**src/rtl/core/otm_pkg.sv**
```systemverilog
// ----------------------------------------------------------------------------
// otm_pkg
// Shared types and constants for the one-edit typo matcher.
// ----------------------------------------------------------------------------
`default_nettype none

package otm_pkg;

    localparam int MAX_WORD_LEN_DEF = 32;

    // command queue between front and back; depth must be a power of two
    localparam int QUEUE_DEPTH = 2;
    localparam int QPTR_W      = $clog2(QUEUE_DEPTH);
    localparam int QCNT_W      = $clog2(QUEUE_DEPTH + 1);

    localparam logic [1:0] OP_QUERY_CHAR = 2'd0;
    localparam logic [1:0] OP_DICT_CHAR  = 2'd1;
    localparam logic [1:0] OP_WORD_END   = 2'd2;
    localparam logic [1:0] OP_LIST_END   = 2'd3;

    localparam logic [1:0] SCORE_EXACT = 2'd0;
    localparam logic [1:0] SCORE_ONE   = 2'd1;
    localparam logic [1:0] SCORE_NONE  = 2'd2;
    localparam logic [1:0] SCORE_EMPTY = 2'd3;

    typedef enum logic [1:0] {
        CMD_QUERY,
        CMD_CHAR,
        CMD_WORD_END,
        CMD_LIST_END
    } cmd_kind_t;

    typedef struct packed {
        cmd_kind_t  kind;
        logic [7:0] character;
    } cmd_t;

endpackage

`default_nettype wire

```
**src/rtl/core/otm_front.sv**
```systemverilog
// ----------------------------------------------------------------------------
// otm_front
// Accepts input beats, decodes the operation and queues commands for the back.
// ----------------------------------------------------------------------------
`default_nettype none

module otm_front
(
    input  wire logic          clk,
    input  wire logic          rst_n,
    input  wire logic          item_valid,
    output logic               item_stall,
    input  wire logic [1:0]    operation,
    input  wire logic [7:0]    character,
    output logic               cmd_valid,
    output otm_pkg::cmd_t      cmd,
    input  wire logic          cmd_pop
);
    import otm_pkg::*;

    cmd_t              queue_mem [QUEUE_DEPTH];
    logic [QPTR_W-1:0] wr_ptr_reg;
    logic [QPTR_W-1:0] wr_ptr_next;
    logic [QPTR_W-1:0] rd_ptr_reg;
    logic [QPTR_W-1:0] rd_ptr_next;
    logic [QCNT_W-1:0] count_reg;
    logic [QCNT_W-1:0] count_next;
    logic              push;
    cmd_t              decoded;

    always_comb
    begin
        decoded.character = character;
        case (operation)
            OP_QUERY_CHAR: decoded.kind = CMD_QUERY;
            OP_DICT_CHAR:  decoded.kind = CMD_CHAR;
            OP_WORD_END:   decoded.kind = CMD_WORD_END;
            default:       decoded.kind = CMD_LIST_END;
        endcase
    end

    assign item_stall = (count_reg == QCNT_W'(QUEUE_DEPTH));
    assign push       = item_valid && !item_stall;
    assign cmd_valid  = (count_reg != '0);
    assign cmd        = queue_mem[rd_ptr_reg];

    always_comb
    begin
        wr_ptr_next = push ? wr_ptr_reg + 1'b1 : wr_ptr_reg;
        rd_ptr_next = cmd_pop ? rd_ptr_reg + 1'b1 : rd_ptr_reg;
        count_next  = count_reg;
        if (push && !cmd_pop)
        begin
            count_next = count_reg + 1'b1;
        end
        else if (!push && cmd_pop)
        begin
            count_next = count_reg - 1'b1;
        end
    end

    always_ff @(posedge clk)
    begin
        if (push)
        begin
            queue_mem[wr_ptr_reg] <= decoded;
        end
    end

    always_ff @(posedge clk or negedge rst_n)
    begin
        if (!rst_n)
        begin
            wr_ptr_reg <= '0;
            rd_ptr_reg <= '0;
            count_reg  <= '0;
        end
        else
        begin
            wr_ptr_reg <= wr_ptr_next;
            rd_ptr_reg <= rd_ptr_next;
            count_reg  <= count_next;
        end
    end

endmodule

`default_nettype wire

```
**src/rtl/core/otm_back.sv**
```systemverilog
// ----------------------------------------------------------------------------
// otm_back
// Query store, edit path trackers and result register.
// ----------------------------------------------------------------------------
`default_nettype none

module otm_back
#(
    parameter int MAX_WORD_LEN = otm_pkg::MAX_WORD_LEN_DEF
)
(
    input  wire logic          clk,
    input  wire logic          rst_n,
    input  wire logic          cmd_valid,
    input  wire otm_pkg::cmd_t cmd,
    output logic               cmd_pop,
    output logic               result_valid,
    input  wire logic          result_stall,
    output logic [1:0]         score_code,
    output logic               overlong_seen
);
    import otm_pkg::*;

    localparam int LEN_W  = $clog2(MAX_WORD_LEN + 1);
    localparam int ADDR_W = (MAX_WORD_LEN > 1) ? $clog2(MAX_WORD_LEN) : 1;

    logic [7:0]        query_mem [MAX_WORD_LEN];

    logic [LEN_W-1:0]  qlen_reg, qlen_next;
    logic [LEN_W-1:0]  pos_reg, pos_next;
    logic [1:0]        mis_reg, mis_next;
    logic              pend_v_reg, pend_v_next;
    logic [7:0]        pend_c_reg, pend_c_next;
    logic              swap_reg, swap_next;
    logic              ins_reg, ins_next;
    logic              ins_skip_reg, ins_skip_next;
    logic              del_reg, del_next;
    logic              del_skip_reg, del_skip_next;
    logic              qlong_reg, qlong_next;
    logic [1:0]        best_reg, best_next;
    logic              seen_reg, seen_next;
    logic              ovf_reg, ovf_next;
    logic              qopen_reg, qopen_next;
    logic              res_valid_reg, res_valid_next;
    logic [1:0]        res_score_reg, res_score_next;
    logic              res_ovf_reg, res_ovf_next;

    // sliding window: q[p-1], q[p], q[p+1] (last one from the memory port)
    logic [7:0]        qa_reg, qa_next;
    logic [7:0]        qb_reg, qb_next;
    logic [7:0]        q0_reg, q0_next;
    logic [7:0]        rd_data_reg;

    logic              mem_we;
    logic [ADDR_W-1:0] mem_waddr;
    logic [ADDR_W-1:0] mem_raddr;
    logic [LEN_W:0]    rd_idx;

    logic [LEN_W:0]    pos_ext;
    logic [LEN_W:0]    qlen_ext;
    logic [LEN_W:0]    pos_plus1;
    logic              eq_cur;
    logic              eq_next;
    logic              eq_prev;
    logic [1:0]        score;
    logic [7:0]        c;

    assign c         = cmd.character;
    assign pos_ext   = {1'b0, pos_reg};
    assign qlen_ext  = {1'b0, qlen_reg};
    assign pos_plus1 = pos_ext + 1'b1;
    assign eq_cur    = (pos_reg < qlen_reg) && (qb_reg == c);
    assign eq_next   = (pos_plus1 < qlen_ext) && (rd_data_reg == c);
    assign eq_prev   = (pos_reg != '0) && (pos_reg <= qlen_reg) && (qa_reg == c);

    assign cmd_pop = cmd_valid &&
                     ((cmd.kind != CMD_LIST_END) || !res_valid_reg || !result_stall);

    always_comb
    begin
        qlen_next      = qlen_reg;
        pos_next       = pos_reg;
        mis_next       = mis_reg;
        pend_v_next    = pend_v_reg;
        pend_c_next    = pend_c_reg;
        swap_next      = swap_reg;
        ins_next       = ins_reg;
        ins_skip_next  = ins_skip_reg;
        del_next       = del_reg;
        del_skip_next  = del_skip_reg;
        qlong_next     = qlong_reg;
        best_next      = best_reg;
        seen_next      = seen_reg;
        ovf_next       = ovf_reg;
        qopen_next     = qopen_reg;
        qa_next        = qa_reg;
        qb_next        = qb_reg;
        q0_next        = q0_reg;
        res_score_next = res_score_reg;
        res_ovf_next   = res_ovf_reg;
        res_valid_next = res_valid_reg && result_stall;
        mem_we         = 1'b0;
        mem_waddr      = qlen_reg[ADDR_W-1:0];
        score          = SCORE_NONE;

        if (cmd_pop)
        begin
            case (cmd.kind)
                CMD_QUERY:
                begin
                    if (qopen_reg)
                    begin
                        if (qlen_reg < LEN_W'(MAX_WORD_LEN))
                        begin
                            mem_we    = 1'b1;
                            qlen_next = qlen_reg + 1'b1;
                            if (qlen_reg == '0)
                            begin
                                q0_next = c;
                                qb_next = c;
                            end
                        end
                        else
                        begin
                            ovf_next      = 1'b1;
                            qlong_next    = 1'b1;
                            mis_next      = 2'd3;
                            pend_v_next   = 1'b0;
                            pend_c_next   = '0;
                            swap_next     = 1'b0;
                            ins_next      = 1'b0;
                            ins_skip_next = 1'b0;
                            del_next      = 1'b0;
                            del_skip_next = 1'b0;
                        end
                    end
                end
                CMD_CHAR:
                begin
                    qopen_next = 1'b0;
                    if (pos_reg >= LEN_W'(MAX_WORD_LEN))
                    begin
                        ovf_next      = 1'b1;
                        mis_next      = 2'd3;
                        pend_v_next   = 1'b0;
                        pend_c_next   = '0;
                        swap_next     = 1'b0;
                        ins_next      = 1'b0;
                        ins_skip_next = 1'b0;
                        del_next      = 1'b0;
                        del_skip_next = 1'b0;
                    end
                    else
                    begin
                        if (swap_reg)
                        begin
                            if (pend_v_reg)
                            begin
                                if (c == pend_c_reg)
                                begin
                                    pend_v_next = 1'b0;
                                    pend_c_next = '0;
                                end
                                else
                                begin
                                    swap_next = 1'b0;
                                end
                            end
                            else if ((pos_reg < qlen_reg) && !eq_cur)
                            begin
                                if ((mis_reg == 2'd0) && eq_next)
                                begin
                                    pend_v_next = 1'b1;
                                    pend_c_next = qb_reg;
                                end
                                else
                                begin
                                    swap_next = 1'b0;
                                end
                            end
                        end
                        if (ins_reg)
                        begin
                            if (!ins_skip_reg)
                            begin
                                if (!eq_cur)
                                begin
                                    ins_skip_next = 1'b1;
                                end
                            end
                            else if (!eq_prev)
                            begin
                                ins_next = 1'b0;
                            end
                        end
                        if (del_reg)
                        begin
                            if (!del_skip_reg)
                            begin
                                if (!eq_cur)
                                begin
                                    if (eq_next)
                                    begin
                                        del_skip_next = 1'b1;
                                    end
                                    else
                                    begin
                                        del_next = 1'b0;
                                    end
                                end
                            end
                            else if (!eq_next)
                            begin
                                del_next = 1'b0;
                            end
                        end
                        if (!eq_cur && (mis_reg != 2'd3))
                        begin
                            mis_next = mis_reg + 1'b1;
                        end
                        pos_next = pos_reg + 1'b1;
                        qa_next  = qb_reg;
                        qb_next  = rd_data_reg;
                    end
                end
                CMD_WORD_END:
                begin
                    qopen_next = 1'b0;
                    seen_next  = 1'b1;
                    if ((pos_reg == qlen_reg) && (mis_reg == 2'd0))
                    begin
                        score = SCORE_EXACT;
                    end
                    else if (((pos_reg == qlen_reg) && (mis_reg == 2'd1)) ||
                             (swap_reg && !pend_v_reg && (pos_reg == qlen_reg) &&
                              (mis_reg == 2'd2)) ||
                             (ins_reg && (pos_ext == qlen_ext + 1'b1)) ||
                             (del_reg && (pos_plus1 == qlen_ext)))
                    begin
                        score = SCORE_ONE;
                    end
                    if (score < best_reg)
                    begin
                        best_next = score;
                    end
                    // next word; an overlong query leaves every path dead
                    pos_next      = '0;
                    qb_next       = q0_reg;
                    pend_v_next   = 1'b0;
                    pend_c_next   = '0;
                    ins_skip_next = 1'b0;
                    del_skip_next = 1'b0;
                    mis_next      = qlong_reg ? 2'd3 : 2'd0;
                    swap_next     = !qlong_reg;
                    ins_next      = !qlong_reg;
                    del_next      = !qlong_reg;
                end
                default:
                begin
                    res_valid_next = 1'b1;
                    res_score_next = seen_reg ? best_reg : SCORE_EMPTY;
                    res_ovf_next   = ovf_reg;
                    qlen_next      = '0;
                    pos_next       = '0;
                    mis_next       = 2'd0;
                    pend_v_next    = 1'b0;
                    pend_c_next    = '0;
                    swap_next      = 1'b1;
                    ins_next       = 1'b1;
                    ins_skip_next  = 1'b0;
                    del_next       = 1'b1;
                    del_skip_next  = 1'b0;
                    qlong_next     = 1'b0;
                    best_next      = SCORE_NONE;
                    seen_next      = 1'b0;
                    ovf_next       = 1'b0;
                    qopen_next     = 1'b1;
                end
            endcase
        end

        // fetch q[p+1] for the position that the next beat will see
        rd_idx    = {1'b0, pos_next} + 1'b1;
        mem_raddr = rd_idx[ADDR_W-1:0];
    end

    always_ff @(posedge clk)
    begin
        if (mem_we)
        begin
            query_mem[mem_waddr] <= c;
        end
        if (mem_we && (mem_waddr == mem_raddr))
        begin
            rd_data_reg <= c;
        end
        else
        begin
            rd_data_reg <= query_mem[mem_raddr];
        end
        qa_reg        <= qa_next;
        qb_reg        <= qb_next;
        q0_reg        <= q0_next;
        pend_c_reg    <= pend_c_next;
        res_score_reg <= res_score_next;
        res_ovf_reg   <= res_ovf_next;
    end

    always_ff @(posedge clk or negedge rst_n)
    begin
        if (!rst_n)
        begin
            qlen_reg      <= '0;
            pos_reg       <= '0;
            mis_reg       <= 2'd0;
            pend_v_reg    <= 1'b0;
            swap_reg      <= 1'b1;
            ins_reg       <= 1'b1;
            ins_skip_reg  <= 1'b0;
            del_reg       <= 1'b1;
            del_skip_reg  <= 1'b0;
            qlong_reg     <= 1'b0;
            best_reg      <= SCORE_NONE;
            seen_reg      <= 1'b0;
            ovf_reg       <= 1'b0;
            qopen_reg     <= 1'b1;
            res_valid_reg <= 1'b0;
        end
        else
        begin
            qlen_reg      <= qlen_next;
            pos_reg       <= pos_next;
            mis_reg       <= mis_next;
            pend_v_reg    <= pend_v_next;
            swap_reg      <= swap_next;
            ins_reg       <= ins_next;
            ins_skip_reg  <= ins_skip_next;
            del_reg       <= del_next;
            del_skip_reg  <= del_skip_next;
            qlong_reg     <= qlong_next;
            best_reg      <= best_next;
            seen_reg      <= seen_next;
            ovf_reg       <= ovf_next;
            qopen_reg     <= qopen_next;
            res_valid_reg <= res_valid_next;
        end
    end

    assign result_valid  = res_valid_reg;
    assign score_code    = res_score_reg;
    assign overlong_seen = res_ovf_reg;

    a_pos_bound: assert property (@(posedge clk) disable iff (!rst_n)
        pos_reg <= LEN_W'(MAX_WORD_LEN))
        else $error("word position beyond max length");

    a_qlen_bound: assert property (@(posedge clk) disable iff (!rst_n)
        qlen_reg <= LEN_W'(MAX_WORD_LEN))
        else $error("query length beyond max length");

    a_qlong_dead: assert property (@(posedge clk) disable iff (!rst_n)
        qlong_reg |-> (!swap_reg && !ins_reg && !del_reg && (mis_reg == 2'd3)))
        else $error("edit path alive with overlong query");

    a_no_result_overrun: assert property (@(posedge clk) disable iff (!rst_n)
        (cmd_pop && (cmd.kind == CMD_LIST_END)) |-> !(res_valid_reg && result_stall))
        else $error("list end taken while result held");

    a_query_closed: assert property (@(posedge clk) disable iff (!rst_n)
        (!qopen_reg && !(cmd_pop && (cmd.kind == CMD_LIST_END))) |=> $stable(qlen_reg))
        else $error("query length moved after query closed");

endmodule

`default_nettype wire

```
**src/rtl/core/one_edit_typo_matcher_core.sv**
```systemverilog
// ----------------------------------------------------------------------------
// one_edit_typo_matcher_core
// Scores a list of dictionary words against a stored query word.
// ----------------------------------------------------------------------------
// Throughput: one beat per cycle while no end-of-list beat waits on a stalled
//   result; the two-entry command queue and the path update in the back end set this rate.
// Result: result_valid rises from a register set when the back end takes the end-of-list
//   beat from the queue; that beat waits in the queue while an earlier result is still stalled.
// Reset: rst_n clears all control state at once; the query store is not
//   cleared and needs no clearing pass, so beats are taken right after reset.
// ----------------------------------------------------------------------------
`default_nettype none

module one_edit_typo_matcher_core
#(
    parameter int MAX_WORD_LEN = otm_pkg::MAX_WORD_LEN_DEF
)
(
    input  wire logic       clk,
    input  wire logic       rst_n,
    input  wire logic       item_valid,
    output logic            item_stall,
    input  wire logic [1:0] operation,
    input  wire logic [7:0] character,
    output logic            result_valid,
    input  wire logic       result_stall,
    output logic [1:0]      score_code,
    output logic            overlong_seen
);
    import otm_pkg::*;

    logic cmd_valid;
    logic cmd_pop;
    cmd_t cmd;

    otm_front u_front
    (
        .clk        (clk),
        .rst_n      (rst_n),
        .item_valid (item_valid),
        .item_stall (item_stall),
        .operation  (operation),
        .character  (character),
        .cmd_valid  (cmd_valid),
        .cmd        (cmd),
        .cmd_pop    (cmd_pop)
    );

    otm_back #(.MAX_WORD_LEN(MAX_WORD_LEN)) u_back
    (
        .clk           (clk),
        .rst_n         (rst_n),
        .cmd_valid     (cmd_valid),
        .cmd           (cmd),
        .cmd_pop       (cmd_pop),
        .result_valid  (result_valid),
        .result_stall  (result_stall),
        .score_code    (score_code),
        .overlong_seen (overlong_seen)
    );

endmodule

`default_nettype wire

```
**config.mk**
```make
export PLATFORM = sky130hd
export DESIGN_NAME = one_edit_typo_matcher_core
export DESIGN_NICKNAME = d
export VERILOG_FILES = /design/src/rtl/core/otm_pkg.sv /design/src/rtl/core/otm_front.sv /design/src/rtl/core/otm_back.sv /design/src/rtl/core/one_edit_typo_matcher_core.sv
export SDC_FILE = /design/constraint.sdc
export NUM_CORES = 1
export LEC_CHECK = 0
export ABC_CLOCK_PERIOD_IN_PS = 7170
export BUFFER_PORTS_ARGS = -buffer_cell sky130_fd_sc_hd__clkbuf_2
export CAP_MARGIN = 30
export CORE_MARGIN = 8
export CORE_UTILIZATION = 52
export CTS_CLUSTER_DIAMETER = 60
export DETAILED_ROUTE_END_ITERATION = 8
export PLACE_DENSITY = 0.68
export SYNTH_ARGS = -nofsm -noshare
export SYNTH_HDL_FRONTEND = slang
export SYNTH_SLANG_ARGS = --single-unit
```
**constraint.sdc**
```tcl
create_clock -name clk -period 7.17 [get_ports clk]
set_input_delay 0.3585 -clock clk [delete_from_list [all_inputs] [get_ports clk]]
set_output_delay 0.3585 -clock clk [all_outputs]
set_load 0.03 [all_outputs]
```
; ---- Yosys cells after proc, flatten, opt, wreduce, memory -nomap -nowiden
; Memories as Yosys holds them, arrays and structs flattened. A register that Yosys moved wholly into a read port is not among the register bits.
; Cells that the tools add are included.
[op_classes]
reduce_logical = 59
bitwise = 6
n_eq_ne = 30
n_mux = 88
n_addsub = 10
order_cmp = 6
[op_table]
columns = operator, n
row1 = two-way mux 8 bit, 12
row2 = two-way mux 1 bit, 43
row3 = == test 8 bit, 4
row4 = two-way mux 2 bit, 12
row5 = two-way mux 6 bit, 4
row6 = case mux 6 bit (2 select lines), 2
row7 = case mux 8 bit (3 select lines), 1
row8 = AND reduction 4 bit, 6
row9 = logical AND 1 bit, 19
row10 = case mux 8 bit (2 select lines), 1
row11 = "adder 6 x 1 -> 7 bit, second input constant", 2
row12 = "adder 6 x 1 -> 6 bit, second input constant", 2
row13 = "!= test 3 x 1 -> 1 bit, second input constant", 4
row14 = case mux 1 bit (2 select lines), 6
row15 = case mux 1 bit (3 select lines), 4
row16 = case mux 2 bit (3 select lines), 2
row17 = "!= test 2 x 1 -> 1 bit, second input constant", 5
row18 = AND reduction 5 bit, 2
row19 = AND reduction 3 bit, 3
row20 = "== test 2 bit, second input constant", 4
row21 = logical NOT 1 bit, 8
row22 = "!= test 2 bit, second input constant", 4
row23 = "!= test 4 x 1 -> 1 bit, second input constant", 2
row24 = == test 6 x 7 -> 1 bit, 1
row25 = 27 further kinds, 46
[word_totals]
ramBits = 276
ff_bits = 66
word_cells = 225
n_memories = 2
input_bits = 14
[memory_table]
columns = memory, words, word_bits, rd, rd_clocked_by_memory_dff, write_ports, line_no
row1 = u_back.query_mem, 32, 8, 1, 1, 1, otm_back.sv:27  ; logic [7:0] query_mem [MAX_WORD_LEN];
row2 = u_front.queue_mem, 2, 10, 1, 0, 1, otm_front.sv:21  ; cmd_t queue_mem [QUEUE_DEPTH];

; ---- Depth between registers and ports, before layout
[depth]
ltp_word = 14
mapped_depth = 15

; ---- Hierarchy
; Synthesis repeated with hierarchy kept, for this count alone.
[hier_totals]
hier_cells = 916
area_unflattened_um2 = 14838.0
[modules_own_cells]
columns = module, instances, seq_area_each_um2, area_each_um2, cells_each
row1 = otm_back, 1, 9520.4, 13898.3, 864
row2 = otm_front, 1, 700.7, 939.7, 52

; ---- Worst setup path before layout
; Ideal clock, no wire load.
[synth_timing]
path_kind = reg-to-reg
from = register (tool-made name)
to = register u_back.pend_c_reg[0] (enable)
synth_period_minus_slack_ps = 3378
setup_ps = 373
path_stages_with_launch = 11
path_slack_ps = 3792
t_arrival_ps = 3004
path_buffers = 2
cell_sequence = dfxtp_1 -> buf_2 -> clkbuf_1 -> mux4_2 -> mux4_2 -> mux2_2 -> xnor2_1 -> o2111ai_1 -> nor4_2 -> nand2_1 -> a211oi_2
[synth_lines]
columns = item, line_no
row1 = end signal: assignment, otm_back.sv:304  ; pend_c_reg <= pend_c_next;
row2 = end: declaration, otm_back.sv:33  ; logic [7:0] pend_c_reg, pend_c_next;

==> out/metrics.yaml <==
startpoint_type_of_the_worst_setup_path: "flip-flop"
clock-sinks: 347
prevailing_post_synth_register_cell: "sky130_fd_sc_hd__edfxtp_1"
worst_pin_slew_ns: 1.020
finalWorstPathRequiredPeriod_ns: 4.640
netlist_area_sq_um: 14950
max-cap-violations: 0
ir_drop_mv: 0.1884
cp_data_arrival_time_ns: 4.80
global_route.usage.total_pct: 19.47
die_height_um: 185.6
final_cells: 1389
routed-via-count: 8239
layout.cells.most_common_list: "311 x sky130_fd_sc_hd__edfxtp_1, 74 x sky130_fd_sc_hd__nor2_1, 52 x sky130_fd_sc_hd__mux4_2"
antenna_violating_nets_post_route: 0
overflow: 0
mean_post_synth_cell_area_sq_um: 15.79
post-place-cells: 1322
cts_htree_levels: 2
clockBufferDepth: 3
cts-buffers-inserted: 37
clk_transition_reported_paths_ns: 0.06
gp_congestion: 0.8178
drt_pass1_iterations: 5
worst-path-max-fanout: 48
power_density_nw_per_um2: 397.8
synth.yosys.seq_area_share_pct: 68.36
final_common_cell: "sky130_fd_sc_hd__edfxtp_1"
core_box_area_sq_um: 28550
holdCritPathClass: "input port to flip-flop"
synth_cell_types: 61
finalSetupViolations: 0
design_power_total_uw: 6634
setup_total_negative_slack_ns: 0
num_io_pins: 19
hold_ws_ns: 0.02478
largest_register: "u_back.query_mem"
p_leak_uw: 0.005590
yosys_register_bits: 347
route.final.wire_length_mm: 32.40
net_count_of_the_finished_layout: 1022
drc_errors: 0
sequentialPowerShare_pct: 43.3
power.share.switching_pct: 31.72
synth_async_sr_flop_share_pct: 8.934
cells_resized_by_post_cts_repair: 0
min_from: "character[5]"
synth_fp_nets: 990
cell_internal_pwr_uw: 4530
placement_rows: 62
ys_warn_count: 0
grt_setup_unrepaired: "false"
initialDrtViolationCount: 777
synth_top_area_share_pct: 62.46
netlist_top_cells_area: "sky130_fd_sc_hd__edfxtp_1 62%, sky130_fd_sc_hd__mux4_2 7.8%, sky130_fd_sc_hd__dfrtp_1 4.4%"
largest_register_ff_count: 256
antenna_cells: 0
vias_per_cell: 5.932
die-area_sq_um: 34440
detailedPlacementHpwl_mm: 21.46
fin_util_pct: 58.42
status: "finished, final reports clean"
grt_pass1_vias: 8390
placement.io_buffers: 18
worst-endpoint-required_ns: 7.33
drive_gt1_share_pct: 15.32
clock_group_share_of_total_power_pct: 27.7
insertion_delay_ns: 0.53
share_comb_of_total_power_pct: 28.9
final_slew_violations: 0
max_freq_mhz: 215.5
synth-edff-count: 311
reg_top3: "u_back.query_mem: 256 flops, u_front.queue_mem: 20 flops"
routedWlPerCell_um: 23.33
setup.worst_path.end_class: "flip-flop"
cts_tree: "yes"
synth_area_leader_cell: "sky130_fd_sc_hd__edfxtp_1"
grt_start_max_net_pins: 49
min_period_over_period_pct: 64.71
worst_slew_margin_rel_pct: 31.75
clock-skew-final_ns: 0.01842
horizontal_die_dimension_um: 185.6
initial_core_util_pct: 52.38
grt_pass1_wl_mm: 50.20
cts_root_buf: "sky130_fd_sc_hd__clkbuf_16"
netlist_instances: 947
areaGrowthSynthToFinish_pct: 11.55
worstSetupPathType: "flip-flop to flip-flop"
antenna_found_initial: 2
rrSetupSlack_ns: 2.53
final-hold-violation-count: 0
p_switching_uw: 2104
-- cell type report --
cell class / instances / area, sq um
Timing Repair Buffer: 34 / 272.8
Inverter: 36 / 135.1
Fill cell: 2203 / 11870
Clock inverter: 14 / 166.4
Sequential cell: 347 / 10230
Clock buffer: 51 / 999.7
Tap cell: 384 / 480.5
Multi-Input combinational cell: 523 / 4397
-- cells in the mapped netlist (all sizes together), types with 6 or more instances --
cell and n:
inv 35, buf 16, nor3 14, a221oi 6, dfrtp 26, nor4 8
xor2 9, nor2b 12, o22ai 16, nor2 74, nand3 16, o21a 7
clkbuf 25, a21oi 37, nand2b 8, a22oi 13, nand2 38, o21ai 16
and2 13, mux2i 41, mux4 52, a21o 6, mux2 14, ha 29
xnor2 35, edfxtp 311
-- critical path, stage by stage (launching register included) --
cell and delay [ns]:
sky130_fd_sc_hd__dfxtp_4 0.92, sky130_fd_sc_hd__buf_4 0.56, sky130_fd_sc_hd__mux4_2 0.57, sky130_fd_sc_hd__mux4_2 0.48, sky130_fd_sc_hd__mux2_2 0.31, sky130_fd_sc_hd__xnor2_1 0.17, sky130_fd_sc_hd__o2111ai_1 0.15, sky130_fd_sc_hd__nor4_2 0.31
sky130_fd_sc_hd__nand2_1 0.19, sky130_fd_sc_hd__a211oi_2 0.59
-- per-stage QoR --
stage          instance area (sq um)  setup slack [ns]
2_1_floorplan                  14950             3.792
6_report                       16680             2.530
3_5_place_dp                   15490             2.423
5_1_grt                        16680             2.176
4_1_cts                        16670             2.422
3_3_place_gp                   15410             2.483
-- final timing paths --
| check | endpoint | cells after the start |
|---|---|---|
| max | u_back.pend_c_reg[5] | 9 |
| max reg2reg | u_back.pend_c_reg[5] | 9 |
| max in group asynchronous | u_back.qlen_reg[3] | 2 |
| min | u_front.queue_mem[0][5] | 1 |
| min in group asynchronous | u_front.count_reg[1] | 2 |
| min reg2reg | u_back.overlong_seen | 0 |
-- metal layers --
layer	up-vias	routed length, um	global-route usage, %
met3	66	2216	4.821
met4	4	713	5.430
li1	3736	-	-
met1	4201	13900	26.12
met2	232	15540	31.42
met5	-	27	0
-- timing repair --
item                      in CTS  in global routing
hold buffers                   1                  0
hold endpoints to repair      26                  0
setup buffers                  0                  0
-- power groups by stage --
stage / Sequential [uW] / Combinational [uW] / Clock, uW
2_1_floorplan: 2780 / 1460 / 0
3_3_place_gp: 2910 / 1830 / 0
3_5_place_dp: 2920 / 1920 / 0
4_1_cts: 2880 / 1920 / 1860
5_1_grt: 2910 / 2110 / 1940
6_report: 2870 / 1920 / 1840
-- kinds of logic (layout without fill, tap and decap cells) --
family	after synthesis	in the layout	synth area share [%]
flip-flops	347	347	68.36
AND/OR/NAND/NOR	212	212	7.013
AO/OA/AOI/OAI	131	131	5.757
multiplexers	107	107	11.63
buffers and inverters	77	135	2.234
XOR/XNOR	44	44	2.577
adder cells (fa/ha/maj)	29	29	2.427
No activity file was read; power rests on OpenSTA's default activity.
